==> src/hw/rtl/gcp_pkg.sv <==
// ----------------------------------------------------------------------------
// gcp_pkg
// Shared widths, register indexes, sequencer states and status types of the
// grid cell placer.
// ----------------------------------------------------------------------------
package gcp_pkg;

    localparam int AREA_W     = 13;   // area width and height, cell sizes
    localparam int WGT_W      = 8;    // one packed weight
    localparam int NUM_WGT    = 8;    // weights packed in one register
    localparam int CNT_W      = 4;    // column and row count registers
    localparam int COORD_W    = 16;   // area origin
    localparam int EDGE_W     = 8;    // padding, border, margin
    localparam int PREF_W     = 14;   // preferred size
    localparam int POS_W      = 17;   // result position
    localparam int SIZE_W     = 14;   // result size
    localparam int CFG_IDX_W  = 2;
    localparam int CFG_DATA_W = 64;

    localparam int DEF_MAX_COLS  = 8;
    localparam int DEF_MAX_ROWS  = 8;
    localparam int DEF_SIZE_BITS = 13;

    localparam logic [CFG_DATA_W-1:0] WEIGHT_RESET = 64'h0101_0101_0101_0101;

    typedef enum logic [CFG_IDX_W-1:0] {
        CFG_COL_COUNT   = 2'd0,
        CFG_ROW_COUNT   = 2'd1,
        CFG_COL_WEIGHTS = 2'd2,
        CFG_ROW_WEIGHTS = 2'd3
    } t_cfg_idx;

    typedef enum logic [2:0] {
        ST_IDLE,
        ST_PREP,
        ST_MUL_X,
        ST_DIV_X,
        ST_MUL_Y,
        ST_DIV_Y,
        ST_FIN
    } t_state;

    typedef struct packed {
        logic busy;
        logic done;
    } t_div_stat;

    typedef struct packed {
        logic first;
        logic last;
    } t_edge;

endpackage

==> src/hw/rtl/gcp_axis.sv <==
// ----------------------------------------------------------------------------
// gcp_axis
// One axis of a placement: takes the padding off an edge cell, clips to the
// preferred size, centers the item and adds origin, cursor, border, margin.
// ----------------------------------------------------------------------------
module gcp_axis import gcp_pkg::*; #(
    parameter int SIZE_BITS = DEF_SIZE_BITS
) (
    input  logic signed [COORD_W-1:0] i_org,
    input  logic [SIZE_BITS-1:0]      i_cursor,
    input  logic [AREA_W-1:0]         i_cell,
    input  logic [EDGE_W-1:0]         i_pad,
    input  logic [EDGE_W:0]           i_bm,
    input  logic signed [PREF_W-1:0]  i_pref,
    input  t_edge                     i_edge,
    output logic signed [POS_W-1:0]   o_pos,
    output logic signed [SIZE_W-1:0]  o_size
);

    localparam int PC_W  = AREA_W + 2;
    localparam int SUM_W = ((SIZE_BITS > COORD_W - 1) ? SIZE_BITS : COORD_W - 1) + 3;

    logic signed [PC_W-1:0]  w_cell;
    logic signed [PC_W-1:0]  w_pad;
    logic signed [PC_W-1:0]  w_pcell;
    logic signed [PC_W-1:0]  w_pref;
    logic signed [PC_W-1:0]  w_size;
    logic signed [PC_W-1:0]  w_diff;
    logic signed [PC_W-1:0]  w_off;
    logic signed [SUM_W-1:0] w_pos;

    assign w_cell  = $signed({2'b00, i_cell});
    assign w_pad   = $signed(PC_W'(i_pad));
    assign w_pcell = (i_edge.first || i_edge.last) ? (w_cell - w_pad) : w_cell;
    assign w_pref  = PC_W'(i_pref);
    assign w_size  = (i_pref < 0 || w_pref > w_pcell) ? w_pcell : w_pref;
    // difference is never negative, so the shift is the halving
    assign w_diff  = w_pcell - w_size;
    assign w_off   = (w_diff >>> 1) + (i_edge.first ? w_pad : '0)
                   + $signed(PC_W'(i_bm));
    assign w_pos   = SUM_W'(i_org) + $signed(SUM_W'(i_cursor)) + SUM_W'(w_off);

    assign o_pos  = w_pos[POS_W-1:0];
    assign o_size = w_size[SIZE_W-1:0];

endmodule

==> config.mk <==
export PLATFORM = sky130hd
export DESIGN_NAME = gcp_axis
export DESIGN_NICKNAME = d
export VERILOG_FILES = /design/src/hw/rtl/gcp_pkg.sv /design/src/hw/rtl/gcp_axis.sv
export SDC_FILE = /design/constraint.sdc
export NUM_CORES = 1
export LEC_CHECK = 0
export ABC_AREA = 1
export BUFFER_PORTS_ARGS = -buffer_cell sky130_fd_sc_hd__buf_2
export CORE_ASPECT_RATIO = 1.1
export CORE_MARGIN = 8
export CORE_UTILIZATION = 60
export DETAILED_ROUTE_END_ITERATION = 8
export GPL_TIMING_DRIVEN = 1
export PLACE_DENSITY_LB_ADDON = 0.1
export SLEW_MARGIN = 20
export SYNTH_ARGS = -nofsm -noshare
export SYNTH_HDL_FRONTEND = slang
export SYNTH_SLANG_ARGS = --single-unit
==> constraint.sdc <==
create_clock -name vclk -period 18.2
set_input_delay 0.91 -clock vclk [all_inputs]
set_output_delay 0.91 -clock vclk [all_outputs]
set_load 0.02 [all_outputs]
# Word level (Yosys, flattened, before mapping)
# Index checks and enable logic that the tools add are counted.
# W data, S select, Z words.
[totals]
reg_bits = 0
in_bits = 75
out_inout_bits = 31
elab_cells = 13
[op_classes]
n_addsub = 6
n_lt_le_gt_ge = 2
mux = 3
reduce_logical = 2
[ops]
columns = ["cell", "n"]
rows = [
  ["$mux W15", 2],
  ["$add A16 B14 Y17", 1],
  ["$add A17 B15 Y17", 1],
  ["$add A14 B8 Y15", 1],
  ["$add A15 B9 Y15", 1],
  ["$gt A14 B15 Y1", 1],
  ["$sub A15 B15 Y15", 1],
  ["$lt A14 B1 Y1 const B", 1],
  ["$sub A13 B8 Y14", 1],
  ["$mux W8", 1],
  ["$logic_or A1 B1 Y1", 2],
]

# Longest topological paths before layout
[logic_depth]
ltp_word = 9
depth_mapped = 56
depth_no_buf = 56

# Least setup slack after synthesis
# OpenSTA, ideal clock, no wires.
[synth_path]
kind = "input -> output"
start = "input i_cell[0]"
end = "output o_pos[15]"
arrival_ns = 8.487
required_ns = 17.290
slack_ns = 8.803
cell_stages = 49
path_buffers = 1
cell_sequence = "inv_1 -> ha_1 -> fa_1 -> inv_1 -> nand3_1 -> nand3_1 -> nand2_1 -> a31oi_1 -> ha_1 -> a21oi_1 -> o21ai_0 -> a21oi_1 -> o21bai_1 -> nand2_1 -> nand2_1 -> nand2_1 -> nand2_1 -> nand2_1 -> (+13 left out) -> fa_1 -> ha_1 -> a21oi_1 -> o21bai_1 -> a21oi_1 -> inv_1 -> a21oi_1 -> xnor2_1 -> fa_1 -> inv_1 -> ha_1 -> nand2_1 -> o21ai_0 -> a21oi_1 -> inv_1 -> a21oi_1 -> o21ai_0 -> xor2_1"
[synth_via]
elab_chain_len = 9
[synth_lines]
columns = ["item", "line", "source"]
rows = [
  ["start: declaration", "gcp_axis.sv:11", "input logic [AREA_W-1:0] i_cell,"],
  ["$sub A13 B8 Y14", "gcp_axis.sv:34", "assign w_pcell = (i_edge.first || i_edge.last) ? (w_cell - w_pad) : w_cell;"],
  ["$mux W15 (*)", "gcp_axis.sv:34", ""],
  ["$gt A14 B15 Y1", "gcp_axis.sv:36", "assign w_size = (i_pref < 0 || w_pref > w_pcell) ? w_pcell : w_pref;"],
  ["$logic_or A1 B1 Y1", "gcp_axis.sv:36", ""],
  ["$mux W15 (*)", "gcp_axis.sv:36", ""],
  ["net o_size[6]", "gcp_axis.sv:17", "output logic signed [SIZE_W-1:0] o_size"],
  ["$sub A15 B15 Y15 (*)", "gcp_axis.sv:38", "assign w_diff = w_pcell - w_size;"],
  ["$add A14 B8 Y15 (*)", "gcp_axis.sv:39", "assign w_off = (w_diff >>> 1) + (i_edge.first ? w_pad : '0)"],
  ["$add A15 B9 Y15 (*)", "gcp_axis.sv:40", "+ $signed(PC_W'(i_bm));"],
  ["$add A17 B15 Y17 (*)", "gcp_axis.sv:41", "assign w_pos = SUM_W'(i_org) + $signed(SUM_W'(i_cursor)) + SUM_W'(w_off);"],
  ["end: declaration", "gcp_axis.sv:16", "output logic signed [POS_W-1:0] o_pos,"],
]
# Mark *: on every way through the listed nets, which the timed path passes. The rest lies on a longest branch.

# Final worst setup path
[layout_path]
start = "input i_cell[0]"
end = "output o_pos[15]"
[layout_via]
elab_chain_len = 9
[layout_lines]
columns = ["item", "line"]
rows = [
  ["$sub A13 B8 Y14", "gcp_axis.sv:34"],
  ["$mux W15 (*)", "gcp_axis.sv:34"],
  ["$gt A14 B15 Y1", "gcp_axis.sv:36"],
  ["$logic_or A1 B1 Y1", "gcp_axis.sv:36"],
  ["$mux W15", "gcp_axis.sv:36"],
  ["$sub A15 B15 Y15 (*)", "gcp_axis.sv:38"],
  ["$add A14 B8 Y15 (*)", "gcp_axis.sv:39"],
  ["$add A15 B9 Y15 (*)", "gcp_axis.sv:40"],
  ["$add A17 B15 Y17 (*)", "gcp_axis.sv:41"],
]
# Mark *: on every way between the ends. The rest lies on a longest branch, timed or not.

==> flow_metrics.tcl <==
set metrics [dict create \
    ctsResizeCount 0 \
    flops_and_latches 0 \
    grt_max_degree 25 \
    seqCellArea_um2 0 \
    hold_depth 4 \
    holdCritPathClass "input port to output pin" \
    portBuffers 106 \
    power_per_cell_area_nw_per_um2 215 \
    antenna_cells 0 \
    rows 31 \
    syn_to_final_growth_pct 14.9 \
    via_per_inst 5.04 \
    crit_path_end_kind "output pin" \
    initial_core_util_pct 60.5 \
    rsz0062_at_grt "no" \
    syn_inst 625 \
    final_cell_count_no_fill 806 \
    dr.first_iter.drc_count 112 \
    hpwl_mm 8.87 \
    relSlewSlack_pct 61.4 \
    synth_top_area_cell "ha_1" \
    final.setup.tns_ns 0 \
    syn_area_per_cell_um2 6.23 \
    power.leakage_nw 2.77 \
    clock_buffers 0 \
    drive_above_1_share_pct 23.6 \
    io_pins 106 \
    drt-pass1-iter-count 4 \
    synth_top_area_share_pct 16.1 \
    gp_congestion 0.908 \
    max_freq_mhz 98.2 \
    n_fill_cell 604 \
    cts_setup_buffers 0 \
    holdPathEnd "o_size[11]" \
    status "completed" \
    critPathRequiredTime_ns 17.29 \
    grt_pass1_vias 4008 \
    ys_seq_area_share_pct 0 \
    wirelength_mm 9.62 \
    fin_crit_sh_pct 56.0 \
    core_um2 6440 \
    ys_types 41 \
    antenna_found_initial 0 \
    track_usage_pct 20.3 \
    setup_viol 0 \
    via_count 4062 \
    slowest_stage "fa_1" \
    die_w_um 92.8 \
    critPathMostFrequentCell "nand2_1" \
    multiInputGateArea_um2 3280 \
    die-area_um2 9330 \
    nNetsFinal 875 \
    hp-start "i_pref[11]" \
    ys_warn_count 0 \
    die_height_um 101 \
    cp_slowest_stage_delay_ns 0.49 \
    tightest_slew_ns 0.574 \
    hold_viol_final 0 \
    fin_util_pct 69.5 \
    cts_hold_buf 0 \
    synth_area_leaders "ha_1 (16%), inv_1 (14%), nand2_1 (13%)" \
    maxSlewViolCount 0 \
    cp.arrival_ns 9.28 \
    period_needed_ns 10.19 \
    grt_pass1_wl_mm 16.4 \
    vdd_drop_max_mv 0.294 \
    syn_nets 774 \
    crit_fanout 24 \
    drv_cap 0 \
    startpoint_type "input port" \
    place_inst 806 \
    drc 0 \
    worstSetupPathType "input port to output pin" \
    ant_nets 0 \
    synth_area_um2 3900 \
    wire_per_inst_um 11.9 \
    grt_remaining_overflow 0 \
]
## synthesized netlist by cell type (all sizes together)
cell	number
a21oi	38
clkbuf	1
a21o	2
xnor2	14
buf	6
nor2	52
fa	24
a31oi	6
nand3	40
o21bai	5
o21a	2
o22ai	1
or2	3
a211oi	1
inv	150
nor3	4
nand2	157
ha	50
o21ai	30
nand3b	3
nand4	14
xor2	21
nor4	1
## through the flow
stage / worst slack [ns] / power (mW) / area, µm² / hold WS [ns]
6_report: 8.01 / 0.964 / 4480 / 2.17
5_1_grt: 7.18 / 1.08 / 4480 / 2.21
4_1_cts: 8.00 / 0.974 / 4480 / 2.18
3_5_place_dp: 8.02 / 0.972 / 4480 / 2.19
3_3_place_gp: 8.38 / 0.942 / 4480 / 2.18
2_1_floorplan: 8.80 / 0.725 / 3900 / 2.00
## per-layer routing
metal | vias up | GRT usage (%) | wire, µm
li1 | 2153 | - | -
met1 | 1807 | 23.2 | 4100
met2 | 94 | 39.9 | 4910
met3 | 8 | 2.01 | 504
met4 | 0 | 2.85 | 102
met5 | - | 0 | 0
## cell usage in the layout, fill, tap and decap left out, types with 2 or more instances in the layout
| cell type | count |
|---|---|
| nand2_4 | 2 |
| nand2_1 | 138 |
| inv_1 | 145 |
| or2_2 | 2 |
| a21o_1 | 2 |
| o21bai_1 | 5 |
| xnor2_1 | 14 |
| fa_1 | 24 |
| nand4_1 | 5 |
| buf_2 | 106 |
| a31oi_1 | 6 |
| nor2_1 | 38 |
| nand3b_1 | 3 |
| nand4_2 | 8 |
| nand3_2 | 11 |
| a21oi_2 | 3 |
| ha_1 | 50 |
| nor2_2 | 9 |
| nor3_1 | 3 |
| o21ai_1 | 3 |
| a21oi_1 | 35 |
| xor2_1 | 21 |
| inv_2 | 4 |
| nand3_1 | 29 |
| nor2_4 | 4 |
| o21a_1 | 2 |
| o21ai_0 | 26 |
| nand2_2 | 17 |
## power by group
group          internal (mW)  switching (mW)
Sequential                 0               0
Combinational          0.368           0.596
Clock                      0               0
## cell families (layout without fill, tap and decap cells)
family / Yosys count / count (layout) / synth area share [%]
AO/OA/AOI/OAI: 85 / 85 / 12.2
AND/OR/NAND/NOR: 274 / 274 / 35.7
XOR/XNOR: 35 / 35 / 7.87
buffers and inverters: 157 / 256 / 15.9
adder cells (fa/ha/maj): 74 / 74 / 28.4
## critical path: cells and delay by family
| family | cells | cell delay [ns] |
|---|---|---|
| compound gates | 16 | 2.80 |
| xor+xnor | 4 | 0.65 |
| fa+ha+maj | 8 | 2.75 |
| buf+inv | 8 | 0.66 |
| simple gates | 15 | 1.49 |
## layout make-up
cell class,instances,area share (%)
Multi-Input combinational cell,468,73.2
Tap cell,82,2.29
Timing Repair Buffer,106,11.9
Inverter,150,12.6
## worst max path at each step
| stage | from | end | slack [ns] |
|---|---|---|---|
| after floorplan | i_cell[0] | o_pos[15] | 8.80 |
| after global placement | i_cell[0] | o_pos[15] | 8.38 |
| after detailed placement | i_cell[0] | o_pos[15] | 8.02 |
| after CTS | i_cell[0] | o_pos[15] | 8.00 |
| after global routing | i_cell[0] | o_pos[15] | 7.18 |
| final | i_cell[0] | o_pos[15] | 8.01 |
No activity file was read; power rests on OpenSTA's default activity.
