--- config.mk ---
export PLATFORM = sky130hd
export DESIGN_NAME = gcp_divider
export DESIGN_NICKNAME = d
export VERILOG_FILES = /design/src/hw/rtl/gcp_pkg.sv /design/src/hw/rtl/gcp_divider.sv
export SDC_FILE = /design/constraint.sdc
export NUM_CORES = 1
export LEC_CHECK = 0
export BUFFER_PORTS_ARGS = -buffer_cell sky130_fd_sc_hd__buf_2
export CORE_MARGIN = 2
export CORE_UTILIZATION = 45
export CTS_CLUSTER_SIZE = 20
export DETAILED_ROUTE_END_ITERATION = 10
export GPL_TIMING_DRIVEN = 0
export PLACE_DENSITY_LB_ADDON = 0.25
export SETUP_SLACK_MARGIN = 0.2
export SLEW_MARGIN = 20
export SYNTH_ARGS = -nofsm -noshare
export SYNTH_HDL_FRONTEND = slang
export SYNTH_SLANG_ARGS = --single-unit
--- constraint.sdc ---
create_clock -name i_clk -period 2.9 [get_ports i_clk]
set_clock_uncertainty 0.05 [all_clocks]
set_input_delay 0.87 -clock i_clk [delete_from_list [all_inputs] [get_ports i_clk]]
set_output_delay 0.87 -clock i_clk [all_outputs]
set_load 0.1 [all_outputs]
--- src/hw/rtl/gcp_pkg.sv ---
// ----------------------------------------------------------------------------
// gcp_pkg
// Shared widths, register indexes, sequencer states and status types of the
// grid cell placer.
// ----------------------------------------------------------------------------
package gcp_pkg;

    localparam int AREA_W     = 13;   // area width and height, cell sizes
    localparam int WGT_W      = 8;    // one packed weight
    localparam int NUM_WGT    = 8;    // weights packed in one register
    localparam int CNT_W      = 4;    // column and row count registers
    localparam int COORD_W    = 16;   // area origin
    localparam int EDGE_W     = 8;    // padding, border, margin
    localparam int PREF_W     = 14;   // preferred size
    localparam int POS_W      = 17;   // result position
    localparam int SIZE_W     = 14;   // result size
    localparam int CFG_IDX_W  = 2;
    localparam int CFG_DATA_W = 64;

    localparam int DEF_MAX_COLS  = 8;
    localparam int DEF_MAX_ROWS  = 8;
    localparam int DEF_SIZE_BITS = 13;

    localparam logic [CFG_DATA_W-1:0] WEIGHT_RESET = 64'h0101_0101_0101_0101;

    typedef enum logic [CFG_IDX_W-1:0] {
        CFG_COL_COUNT   = 2'd0,
        CFG_ROW_COUNT   = 2'd1,
        CFG_COL_WEIGHTS = 2'd2,
        CFG_ROW_WEIGHTS = 2'd3
    } t_cfg_idx;

    typedef enum logic [2:0] {
        ST_IDLE,
        ST_PREP,
        ST_MUL_X,
        ST_DIV_X,
        ST_MUL_Y,
        ST_DIV_Y,
        ST_FIN
    } t_state;

    typedef struct packed {
        logic busy;
        logic done;
    } t_div_stat;

    typedef struct packed {
        logic first;
        logic last;
    } t_edge;

endpackage

--- src/hw/rtl/gcp_divider.sv ---
// ----------------------------------------------------------------------------
// gcp_divider
// Restoring divider, one quotient bit per cycle. The dividend is an area size
// times one weight and the divisor the weight sum, so the quotient never
// exceeds the area size and only the low AREA_W bits need iterations.
// ----------------------------------------------------------------------------
module gcp_divider import gcp_pkg::*; #(
    parameter int DIVR_W = WGT_W + 3
) (
    input  logic                      i_clk,
    input  logic                      i_rst_n,
    input  logic                      i_start,
    input  logic [AREA_W+WGT_W-1:0]   i_dividend,
    input  logic [DIVR_W-1:0]         i_divisor,
    output t_div_stat                 o_stat,
    output logic [AREA_W-1:0]         o_quot
);

    localparam int STEP_W = $clog2(AREA_W + 1);

    logic [DIVR_W-1:0] r_rem;
    logic [AREA_W-1:0] r_sh;
    logic [DIVR_W-1:0] r_dvs;
    logic [STEP_W-1:0] r_cnt;
    logic              r_busy;
    logic              r_done;

    logic [DIVR_W:0]   w_trial;
    logic [DIVR_W:0]   w_diff;
    logic              w_ge;

    assign w_trial = {r_rem, r_sh[AREA_W-1]};
    assign w_diff  = w_trial - {1'b0, r_dvs};
    assign w_ge    = (w_trial >= {1'b0, r_dvs});

    always_ff @(posedge i_clk) begin
        if (!i_rst_n) begin
            r_busy <= 1'b0;
            r_done <= 1'b0;
            r_cnt  <= '0;
        end else if (i_start) begin
            r_busy <= 1'b1;
            r_done <= 1'b0;
            r_cnt  <= STEP_W'(AREA_W);
        end else if (r_busy) begin
            r_cnt <= r_cnt - 1'b1;
            if (r_cnt == STEP_W'(1)) begin
                r_busy <= 1'b0;
                r_done <= 1'b1;
            end
        end else begin
            r_done <= 1'b0;
        end
    end

    // the top bits of the dividend are already below the divisor
    always_ff @(posedge i_clk) begin
        if (i_start) begin
            r_rem <= DIVR_W'(i_dividend[AREA_W+WGT_W-1:AREA_W]);
            r_sh  <= i_dividend[AREA_W-1:0];
            r_dvs <= i_divisor;
        end else if (r_busy) begin
            r_rem <= w_ge ? w_diff[DIVR_W-1:0] : w_trial[DIVR_W-1:0];
            r_sh  <= {r_sh[AREA_W-2:0], w_ge};
        end
    end

    assign o_stat.busy = r_busy;
    assign o_stat.done = r_done;
    assign o_quot      = r_sh;

endmodule

After elaboration in Yosys (flattened, before gate mapping)
Index checks and enable logic that the tools add are counted.
{"block": "totals", "register_bits": 41, "inputBits": 35, "output_inout_bits": 15}
{"block": "op_classes", "n_addsub": 2, "n_lt_le_gt_ge": 1, "n_eq_ne": 1, "muxes": 10, "n_bitwise": 2, "n_reduce_logical": 3}
{"op": "13-bit two-way mux", "n": 2}
{"op": "8-bit two-way mux", "n": 2}
{"op": "12-bit by 11-bit >= comparator with 1-bit output", "n": 1}
{"op": "11-bit two-way mux", "n": 1}
{"op": "11-bit subtractor", "n": 1}
{"op": "4-bit two-way mux", "n": 2}
{"op": "4-bit by 1-bit == test with 1-bit output (second input constant)", "n": 1}
{"op": "4-bit by 1-bit subtractor with 4-bit output (second input constant)", "n": 1}
{"op": "1-bit two-way mux", "n": 3}
{"op": "3-bit OR reduction", "n": 1}
{"op": "1-bit inverter", "n": 2}
{"op": "2-bit nonzero test", "n": 1}
{"op": "2-bit OR reduction", "n": 1}

Longest topological paths before layout
Gate-level depths: netlist (run 1).
{"block": "logic_depth", "ltp_word": 4, "mapped_depth": 10, "depth_no_buf": 9}

Worst setup path before layout (run 1)
No wires, ideal clock.
{"block": "synth_path", "path_kind": "reg2reg", "from": "register r_sh[12] (netlist: o_quot[12])", "to": "register r_rem[3], data pin", "arrival_time_ps": 2985, "required_time_ps": 2590, "path_slack_ps": -395, "path_stages_with_launch": 10, "path_buffers": 0, "synth_period_minus_slack_ps": 3295, "path_cell_list": "edfxtp_1 -> inv_1 -> ha_1 -> fa_1 -> nand2b_1 -> o2bb2ai_1 -> a211oi_2 -> nor2_4 -> mux2_1 -> mux2_2"}
{"block": "synth_between", "elab_chain_len": 4, "word_cells_on_any_way": 5}
{"element": "start, declared", "line": "gcp_divider.sv:22", "source": "logic [AREA_W-1:0] r_sh;"}
{"element": "start signal, assigned", "line": "gcp_divider.sv:60", "source": "r_sh <= i_dividend[AREA_W-1:0];"}
{"element": "start signal, assigned", "line": "gcp_divider.sv:64", "source": "r_sh <= {r_sh[AREA_W-2:0], w_ge};"}
{"element": "11-bit subtractor / 12-bit by 11-bit >= comparator with 1-bit output (equally long branches)", "line": "gcp_divider.sv:33, gcp_divider.sv:34"}
{"element": "11-bit two-way mux *", "line": "gcp_divider.sv:63", "source": "r_rem <= w_ge ? w_diff[DIVR_W-1:0] : w_trial[DIVR_W-1:0];"}
{"element": "8-bit two-way mux *", "line": "gcp_divider.sv:62", "source": "end else if (r_busy) begin"}
{"element": "8-bit two-way mux *", "line": "gcp_divider.sv:58", "source": "if (i_start) begin"}
{"element": "end signal, assigned", "line": "gcp_divider.sv:59", "source": "r_rem <= DIVR_W'(i_dividend[AREA_W+WGT_W-1:AREA_W]);"}
{"element": "end signal, assigned", "line": "gcp_divider.sv:63"}
{"element": "end, declared", "line": "gcp_divider.sv:21", "source": "logic [DIVR_W-1:0] r_rem;"}
Every way passes the cells marked *; elsewhere a longest branch is shown, timed or not. The select of a mux whose other input is x is not followed.
A chain may end at the register's enable or synchronous reset.

Worst setup path in the final report (run 1)
Ends and elaborated chain as after synthesis.

==> results of run 1 <==
## worst max-delay path: stages, from the launching register on
cell and delay, ns:
edfxtp_1 0.36, inv_1 0.06, ha_2 0.19, fa_2 0.37, nand2b_4 0.16, o2bb2ai_4 0.15, a211oi_4 0.29, nor2_4 0.10
mux2_4 0.33, mux2_2 0.26
## power groups by stage
| stage | clock network [mW] | registers [mW] | logic [mW] |
|---|---|---|---|
| 2_1_floorplan | 0 | 0.904 | 0.459 |
| 3_3_place_gp | 0 | 0.763 | 0.732 |
| 3_5_place_dp | 0 | 0.763 | 0.739 |
| 4_1_cts | 0.422 | 0.751 | 0.744 |
| 5_1_grt | 0.446 | 0.760 | 0.812 |
| 6_report | 0.408 | 0.750 | 0.747 |
## worst paths after layout
path / to / slack [ns] / depth (start not counted) / from
worst min-delay path: r_rem[10] / 0.44 / 2 / r_rem[10]
worst min register to register: r_rem[10] / 0.44 / 2 / r_rem[10]
worst max register to register: r_rem[3] / 0.33 / 9 / o_quot[12]
worst max-delay path: r_rem[3] / 0.33 / 9 / o_quot[12]
## placed cells by master (no fill, tap or decap), types with 4 or more instances in the layout
| master | Yosys | routed |
|---|---|---|
| a21oi_1 | 8 | 8 |
| buf_2 | 0 | 49 |
| buf_4 | 3 | 4 |
| clkbuf_8 | 0 | 5 |
| dfxtp_1 | 9 | 9 |
| edfxtp_1 | 32 | 32 |
| ha_1 | 13 | 12 |
| inv_1 | 17 | 17 |
| mux2_1 | 5 | 4 |
| mux2_2 | 11 | 11 |
| mux2i_1 | 6 | 6 |
| nand2_1 | 6 | 6 |
| nor2_1 | 19 | 18 |
| nor2b_1 | 5 | 5 |
| nor4b_1 | 4 | 4 |
| o21a_1 | 4 | 4 |
| xnor2_1 | 5 | 5 |
## sequential cells by signal, indices dropped and copies added, names as in the netlist
| name | cells |
|---|---|
| r_done | 1 |
| r_busy | 1 |
| r_dvs | 11 |
| r_cnt | 4 |
| r_rem | 11 |
| o_quot | 13 |
## logic make-up (layout without fill, tap and decap cells)
family,Yosys count,count (layout),share of synthesized area
muxes,22,22,0.103
and+or+nand+nor,50,50,0.114
xor gates and xnor gates,8,8,0.0300
DFF,41,41,0.489
buffers and inverters,26,84,0.0498
AOI/OAI and AO/OA,40,40,0.136
adders and majority gates,14,14,0.0782
## layout make-up
type                            instances  area (um^2)
Inverter                               17         63.8
Clock inverter                          3         28.8
Sequential cell                        41         1140
Clock buffer                            5         68.8
Timing Repair Buffer                   50          253
Fill cell                             440         2220
Multi-Input combinational cell        134         1130
Tap cell                               70         87.6
Buffer                                  9         52.6
## per-layer routing
metal | vias up | share of wire | wire [um] | GRT usage
met4 | 0 | 0.0093 | 43 | 0.0582
met1 | 811 | 0.47 | 2190 | 0.228
li1 | 857 | - | - | -
met5 | - | 0 | 0 | 0
met3 | 4 | 0.032 | 149 | 0.0355
met2 | 36 | 0.49 | 2250 | 0.280
## repair_timing
action,4_1_cts,5_1_grt
gates resized for setup,0,1
setup buffers,0,1
endpoints found under the setup margin,0,3
==> metrics.md, run 1 <==
| Metric | Value |
|---|---|
| Mapped Cells | roughly 200 |
| Data arrival time at the worst-slack endpoint | between 2 and 3 ns |
| Antenna violations before repair | 0 |
| Die width | 76.0 um |
| Largest net degree at the start of global routing | 22 |
| Clock Tree Buf Depth | 2 |
| Unique masters post-synth | 50 |
| Number of vias per cell | ~5.2 |
| Vias in the first global route | between 1500 and 2000 |
| Critical path fanouts, max | 5 |
| Hold crit path type | reg -> reg |
| Final core occ | 0.560 |
| Die Y | approximately 76 um |
| DR pass1 iterations | 4 |
| H-Tree Depth | 2 |
| Worst-Margin Slew | slightly above 0.9 ns |
| Sw frac | 0.379 |
| Wirelength, routed | around 4600 um |
| Synth Net Count | 250 |
| Final worst setup slack | around 0.33 ns |
| Slew margin rel. | 0.386 |
| Starting Density | 0.463 |
| Synth top area share | 0.412 |
| Row count | 26 |
| Wirelength per Cell | 14.1 um |
| Synth Flop Type | edfxtp_1 |
| Share of total power in the clock network | 0.214 |
| Die ar. | between 5000 and 6000 um^2 |
| Synth area leader | edfxtp_1 |
| Setup WS pre-CTS | roughly 0.019 ns |
| Peak VDD IR | between 300 and 400 uV |
| Root buf cell | clkbuf_8 |
| Remaining DRCs | 0 |
| CTS Buf Count | 5 |
| Final Instance Count excl. Fillers | approximately 330 |
| Pins Over Slew Limit | 0 |
| Iteration-0 DRC Markers | just over 90 |
| First-pass GRT wire length | 7910 um |
| Fmax | ~390 MHz |
| Setup violations, final | 0 |
| Number of antenna diodes | 0 |
| GRT Resource Usage Total | 0.171 |
| Mean Syn Cell Area | between 10 and 15 um^2 |
| Sequential power share | 0.394 |
| Crit end category | flop |
| Post-placement cell count | 320 |
| Number of synthesized flops with an enable pin | 32 |
| Final min period | roughly 2.6 ns |
| Port Buffers | just under 50 |
| DRT antenna net count | 0 |
| Clock transition at path regs | ~0.090 ns |
| Clk sinks | just over 40 |
| Gpl congestion | approximately 0.80 |
| Setup TNS | 0 ns |
| Combinational power share | 0.392 |
| CTS tree | yes |
| Pwr/cell area | approximately 680 nW/um^2 |
| LEAKAGE | 1.20 nW |
| Count leader, synth | edfxtp_1 |
| Status | complete, no violations |
| Design area | around 2800 um^2 |
| Via count | ~1700 |
| Crit start category | flop |
| RSZ-0062 raised after global routing | no |
| Synth cell count leaders | edfxtp_1, nor2_1, inv_1, ha_1, mux2_2 |
| Final #Nets | approximately 310 |
| Period utilisation layout | 0.885 |
| I/O pin cnt | 50 |
| CTS Hold Bufs | 0 |
| Remaining global-route overflow | 0 |
| # Max-Cap Violations | 0 |
| Sequential area share after synthesis | 0.489 |
| DP HPWL | between 3000 and 4000 um |
| Synthesis-stage register bit count | 41 |
| Final Total Pwr | approximately 1.9 mW |
| Area delta synth->final | 20.9% |
| Internal | approximately 1.2 mW |
| Final hold violation count | 0 |
| Post-synth ARST share | 0 |
| Clk Latency, worst-skew pair | approximately 0.30 ns |
| Synth Warn # | 0 |
| Psw | between 0.7 and 0.8 mW |
| Cell area after synthesis | 2330 um^2 |
| Worst EP required | approximately 2.9 ns |
| WHS | roughly 0.44 ns |
| Core area | 5040 um^2 |
| Dominant cells by area after synthesis | edfxtp_1, dfxtp_1, ha_1 |
| Cell Area, Placed | about 2700 um^2 |
| Kind of critical path | reg -> reg |
| Layout cells sized above 1 | 0.332 |
Note: power is estimated with default switching activity, not from simulation.
==> inputs of run 2 (changes only) <==
clock period = 2.71 ns   (was 2.9 ns; I/O delays follow)
==> run 2 against run 1 <==
- utilization grew 1.1 points
- final area grew 2.0%
- hold slack lost 0.0021 ns
- largest power group is now combinational logic
- maximum frequency grew 0.99%
- count of clock-buffer cells in the layout is the same
- die area is the same
- combinational power grew 9.2%
- critical path type unchanged
==> metrics.md, run 2 (synthesis results as in run 1) <==
| Metric | Value |
|---|---|
| Status | complete, no violations |
| CTS Buf Count | 5 (unchanged) |
| Die width | 76.0 um (unchanged) |
| # Max-Cap Violations | 0 (unchanged) |
| RR Endpoint | r_rem[3] |
| Remaining global-route overflow | 0 (unchanged) |
| Critical path fanouts, max | 4 (-1) |
| Layout cells sized above 1 | 0.352 (+0.0204) |
| H-Tree Depth | 2 (unchanged) |
| Wirelength per Cell | 14.4 um (+2.2%) |
| Area delta synth->final | 23.3% |
| First-pass GRT wire length | 7560 um (-4.4%) |
| Core area | 5040 um^2 (unchanged) |
| Fmax | 394 MHz (+0.99%) |
| Kind of critical path | reg -> reg |
| Crit start category | flop |
| Setup WS pre-CTS | -0.114 ns (-0.133 ns) |
| Share of total power in the clock network | 0.234 (+0.020) |
| R2R setup slack | 0.17 ns (-0.16 ns) |
| Final worst setup slack | 0.169 ns (-0.165 ns) |
| Reg2reg path depth | 8 (-1) |
| Clk Latency, worst-skew pair | 0.29 ns (about the same) |
| Number of vias per cell | 5.26 (+1.3%) |
| CP max stage cell | edfxtp_1 |
| Crit end category | flop |
| Final min period | 2.54 ns (-0.0253 ns) |
| Worst EP required | 2.71 ns (-0.20 ns) |
| Hold crit path type | reg -> reg |
| Slew margin rel. | 0.601 (+0.215) |
| Hold path cells | 2 (unchanged) |
| Die ar. | 5780 um^2 (unchanged) |
| DR pass1 iterations | 4 (unchanged) |
| Final #Nets | 309 (+0.65%) |
| Multi-input gate area | 1150 um^2 (+1.7%) |
| Largest net degree at the start of global routing | 22 (unchanged) |
| Hold endpoint | r_rem[10] |
| Number of antenna diodes | 0 (unchanged) |
| Peak VDD IR | 357 uV (-11%) |
| I/O pin cnt | 50 (unchanged) |
| CTS Hold Bufs | 0 (unchanged) |
| DP HPWL | 3540 um (+3.9%) |
| Root buf cell | clkbuf_8 |
| Worst-Margin Slew | 0.599 ns (-0.323 ns) |
| Row count | 26 (unchanged) |
| Final hold violation count | 0 (unchanged) |
| Fill cell count | 451 (+2.5%) |
| Max FFs per register | 13 (unchanged) |
| CTS tree | yes |
| Die Y | 76.0 um (unchanged) |
| Period utilisation layout | 0.938 (+0.0527) |
| Setup violations, final | 0 (unchanged) |
| GR peak layer | met2 |
| Most common cell after layout, fill and taps aside | buf_2 |
| Sw frac | 0.358 (-0.0212) |
| Via count | 1741 (+1.9%) |
| GRT Resource Usage Total | 0.164 (-0.00732) |
| Antenna violations before repair | 0 (unchanged) |
| Pwr/cell area | 735 nW/um^2 (+8.9%) |
| Cell Area, Placed | 2710 um^2 (unchanged) |
| Combinational power share | 0.386 (-0.006) |
| Port Buffers | 49 (unchanged) |
| CP Cell Sequence | ha_4 -> fa_2 -> nand2b_4 -> o2bb2ai_4 -> a211oi_4 -> nor2_4 -> mux2_4 -> mux2_2 |
| Final core occ | 0.571 (+0.0109) |
| Gpl congestion | 0.778 (-3.3%) |
| Design area | 2880 um^2 (+2.0%) |
| DRT antenna net count | 0 (unchanged) |
| Clock transition at path regs | 0.09 ns (about the same) |
| Sequential power share | 0.380 (-0.014) |
| Vias in the first global route | 1643 (-4.6%) |
| Iteration-0 DRC Markers | 116 (+27%) |
| Hold Startpoint | r_rem[10] |
| Critical Path Max Stage Delay | 0.42 ns (+0.05 ns) |
| Final Total Pwr | 2.11 mW (+11%) |
| Internal | 1.36 mW (+15%) |
| Starting Density | 0.463 (unchanged) |
| Grt met2 use | 0.276 (-0.00446) |
| LEAKAGE | 1.22 nW (+1.2%) |
| Commonest cells after routing, fill and taps aside | buf_2, edfxtp_1, nor2_1 |
| RSZ-0062 raised after global routing | yes |
| Remaining DRCs | 0 (unchanged) |
| Pins Over Slew Limit | 0 (unchanged) |
| Met3 usage in global routing | 0.0284 (-0.00711) |
| Wirelength, routed | 4770 um (+2.8%) |
| Register Area | 1140 um^2 (unchanged) |
| Grt met1 use | 0.217 (-0.0110) |
| Clock Tree Buf Depth | 2 (unchanged) |
| Psw | 0.758 mW (+4.8%) |
| Data arrival time at the worst-slack endpoint | 2.54 ns (-0.04 ns) |
| Reg-to-reg startpoint | r_dvs[0] |
| Clk sinks | 41 (unchanged) |
==> run 2: cell types whose count changed in the layout (fill, tap and decap cells not counted), sizes merged <==
cell	before	now
buf	57	59
clkinv	0	1
clkinvlp	0	1
inv	20	17
bufinv	0	1
==> run 2: worst max-delay path by stage <==
stage          startpoint          to  cells after the start
2_1_floorplan  o_quot[12]    r_rem[3]                      9
3_3_place_gp      i_start  o_quot[12]                      3
3_5_place_dp      i_start    r_rem[2]                      3
4_1_cts        o_quot[12]    r_rem[3]                      9
5_1_grt          r_dvs[0]    r_rem[3]                      8
6_report         r_dvs[0]    r_rem[3]                      8
==> run 2: per-layer routing <==
metal | wire, um | vias up
met1 | 2170 | 843
met4 | 44 | 0
met5 | 0 | -
li1 | - | 864
met3 | 133 | 4
met2 | 2420 | 30
==> run 2: per-stage QoR <==
step | setup TNS (ns) | std cells | hold WS [ns]
after floorplan | -3.25 | 201 | 0.412
after global placement | -1.65 | 320 | 0.420
after detailed placement | -2.37 | 320 | 0.438
after CTS | 0 | 329 | 0.449
after global routing | 0 | 331 | 0.493
final | 0 | 331 | 0.441
==> run 2: final cells by class <==
cell class	instances	share of cell area
sequential	41	0.397
tap	70	0.0304
clock inverter	3	0.0161
inverter	17	0.0222
timing repair buffer	52	0.0943
multi-input combinational	134	0.398
clock buffer	5	0.0239
buffer	9	0.0183
==> run 2: power groups by stage <==
stage | registers [mW] | clock network (mW) | logic (mW)
finish | 0.805 | 0.494 | 0.816
global placement | 0.815 | 0 | 0.782
detailed placement | 0.818 | 0 | 0.793
floorplan | 0.967 | 0 | 0.491
CTS | 0.804 | 0.509 | 0.800
global route | 0.814 | 0.531 | 0.881
==> run 2: critical path, delay by kind of cell, from the launching register on <==
kind / cells / cell delay (ns)
flops: 1 / 0.42
fa+ha+maj: 2 / 0.53
mux: 2 / 0.58
compound gates: 2 / 0.47
simple gates: 2 / 0.26
==> run 2: timing repair <==
item | in CTS | in global routing
gates resized for setup | 2 | 5
endpoints found under the setup margin | 26 | 6
pin swaps | 1 | 4
setup buffers | 1 | 2
cloned | 0 | 0
==> inputs of run 3 (changes only) <==
CTS_CLUSTER_SIZE = 40   (was 20)
SETUP_SLACK_MARGIN = 0.5   (was 0.2)
==> run 3 against run 2 <==
- sequential share of layout area is 1.1 points lower
- wire length is 4.1% higher
- largest cell class unchanged
- sequential power hardly changed
- total power is 3.2% higher
- combinational power is 7.8% higher
- count of clock-buffer cells in the layout stayed put
- final cell count is 0.91% higher
- highest routed layer unchanged
==> metrics.md, run 3 (synthesis results as in run 1) <==
| Metric | Value |
|---|---|
| Internal | 1.40 mW (+3.0%) |
| Kind of critical path | reg -> reg |
| Gpl congestion | 0.778 (unchanged) |
| Die Y | 76.0 um (unchanged) |
| Layout cells sized above 1 | 0.398 (+0.0452) |
| CTS tree | yes |
| CP Cell Sequence | inv_2 -> ha_2 -> fa_2 -> nand2b_4 -> o2bb2ai_4 -> a211oi_4 -> nor2_4 -> mux2_4 -> mux2_2 |
| LEAKAGE | 1.24 nW (+1.8%) |
| Core area | 5040 um^2 (unchanged) |
| Row count | 26 (unchanged) |
| Fmax | 398 MHz (+1.0%) |
| DRT antenna net count | 0 (unchanged) |
| Clk Latency, worst-skew pair | 0.29 ns (about the same) |
| Final hold violation count | 0 (unchanged) |
| Crit start category | flop |
| H-Tree Depth | 2 (unchanged) |
| GRT Resource Usage Total | 0.170 (+0.00638) |
| Wirelength per Cell | 14.9 um (+3.1%) |
| Pwr/cell area | 737 nW/um^2 (+0.33%) |
| Delay-heaviest family, CP | multiplexers |
| CP max stage cell | edfxtp_1 |
| DP HPWL | 3540 um (unchanged) |
| Setup violations, final | 0 (unchanged) |
| Status | complete, no violations |
| Die ar. | 5780 um^2 (unchanged) |
| Worst EP required | 2.71 ns (about the same) |
| Number of vias per cell | 5.30 (+0.81%) |
| Peak VDD IR | 356 uV (-0.27%) |
| Clk sinks | 41 (unchanged) |
| Worst-Margin Slew | 0.540 ns (-0.0583 ns) |
| Grt met1 use | 0.222 (+0.00463) |
| Fill cell count | 451 (unchanged) |
| Final Instance Count excl. Fillers | 334 (+0.91%) |
| CP Buf/Inv Count | 1 (+1) |
| Area delta synth->final | 26.7% |
| Final #Nets | 312 (+0.97%) |
| Port Buffers | 49 (unchanged) |
| Largest net degree at the start of global routing | 22 (unchanged) |
| Remaining DRCs | 0 (unchanged) |
| Commonest cells after routing, fill and taps aside | buf_2, edfxtp_1, nor2_1 |
| Cell Area, Placed | 2710 um^2 (unchanged) |
| Hold crit path type | reg -> reg |
| Combinational power share | 0.403 (+0.017) |
| Sw frac | 0.359 (+0.00110) |
| Final min period | 2.51 ns (-0.0263 ns) |
| Data arrival time at the worst-slack endpoint | 2.51 ns (-0.03 ns) |
| Slew margin rel. | 0.640 (+0.0389) |
| Wirelength, routed | 4960 um (+4.1%) |
| Die width | 76.0 um (unchanged) |
| Sequential power share | 0.370 (-0.010) |
| Starting Density | 0.463 (unchanged) |
| Critical Path Max Stage Delay | 0.37 ns (-0.05 ns) |
| CTS Buf Count | 5 (unchanged) |
| Antenna violations before repair | 0 (unchanged) |
| I/O pin cnt | 50 (unchanged) |
| Via count | 1771 (+1.7%) |
| First-pass GRT wire length | 7850 um (+3.8%) |
| Remaining global-route overflow | 0 (unchanged) |
| RSZ-0062 raised after global routing | yes |
| Period utilisation layout | 0.928 (-0.00972) |
| Number of antenna diodes | 0 (unchanged) |
| Met3 usage in global routing | 0.0284 (unchanged) |
| Post-placement cell count | 320 (unchanged) |
| Clock transition at path regs | 0.08 ns (about the same) |
| Vias in the first global route | 1690 (+2.9%) |
| Clock Tree Buf Depth | 2 (unchanged) |
| Grt met2 use | 0.293 (+0.0170) |
| Max FFs per register | 13 (unchanged) |
| DR pass1 iterations | 4 (unchanged) |
| GR peak layer | met2 |
| Design area | 2960 um^2 (+2.8%) |
| Most common cell after layout, fill and taps aside | buf_2 |
| Crit end category | flop |
| Pins Over Slew Limit | 0 (unchanged) |
| Psw | 0.784 mW (+3.5%) |
| Critical path fanouts, max | 4 (unchanged) |
| Iteration-0 DRC Markers | 113 (-2.6%) |
| # Max-Cap Violations | 0 (unchanged) |
| Share of total power in the clock network | 0.227 (-0.007) |
| Root buf cell | clkbuf_8 |
-- run 3: final timing paths --
kind / cells after the start / startpoint / slack [ns] / to
setup / recovery: 9 / o_quot[12] / 0.20 / r_rem[3]
hold / removal: 2 / r_rem[10] / 0.48 / r_rem[10]
setup reg to reg: 9 / o_quot[12] / 0.20 / r_rem[3]
hold reg to reg: 2 / r_rem[10] / 0.48 / r_rem[10]
-- run 3: stage by stage --
| stage | util | setup slack, ns | hold slack [ns] | TNS (ns) | power (mW) |
|---|---|---|---|---|---|
| floorplan | - | -0.486 | 0.412 | -3.25 | 1.46 |
| global placement | 0.538 | -0.0795 | 0.420 | -1.65 | 1.60 |
| global route | 0.587 | 0.136 | 0.503 | 0 | 2.29 |
| CTS | 0.579 | 0.238 | 0.449 | 0 | 2.17 |
| detailed placement | 0.538 | -0.114 | 0.438 | -2.37 | 1.61 |
| finish | 0.587 | 0.196 | 0.478 | 0 | 2.18 |
-- run 3: area by class of cell --
type	instances	area, um^2	area share
sequential	41	1140	0.386
clock buffer	5	68.8	0.0233
tap	70	87.6	0.0296
timing repair buffer	55	294	0.0994
multi-input combinational	134	1200	0.405
clock inverter	3	46.3	0.0156
buffer	9	57.6	0.0195
inverter	17	63.8	0.0216
-- run 3: power by group through the flow --
stage	registers (mW)	clock network [mW]	logic [mW]
6_report	0.808	0.494	0.880
5_1_grt	0.818	0.531	0.944
4_1_cts	0.808	0.509	0.849
3_5_place_dp	0.818	0	0.793
3_3_place_gp	0.815	0	0.782
2_1_floorplan	0.967	0	0.491
-- run 3: tightest hold or removal path, cell delays in order, from the launching register on --
cell      delay (ns)
dfxtp_1         0.32
nor2_1          0.11
a311oi_2        0.06
-- run 3: timing repair --
action / 4_1_cts / 5_1_grt
buffers inserted: 3 / 3
endpoints found under the setup margin: 33 / 11
resized for setup: 17 / 4
endpoints found under the hold margin: 0 / 0
pin swaps: 3 / 2
hold buffers: 0 / 0
-- run 3: routing by layer --
| layer | vias up | share of wire |
|---|---|---|
| met5 | - | 0 |
| met2 | 29 | 0.51 |
| met4 | 0 | 0.013 |
| li1 | 866 | - |
| met1 | 870 | 0.45 |
| met3 | 6 | 0.026 |
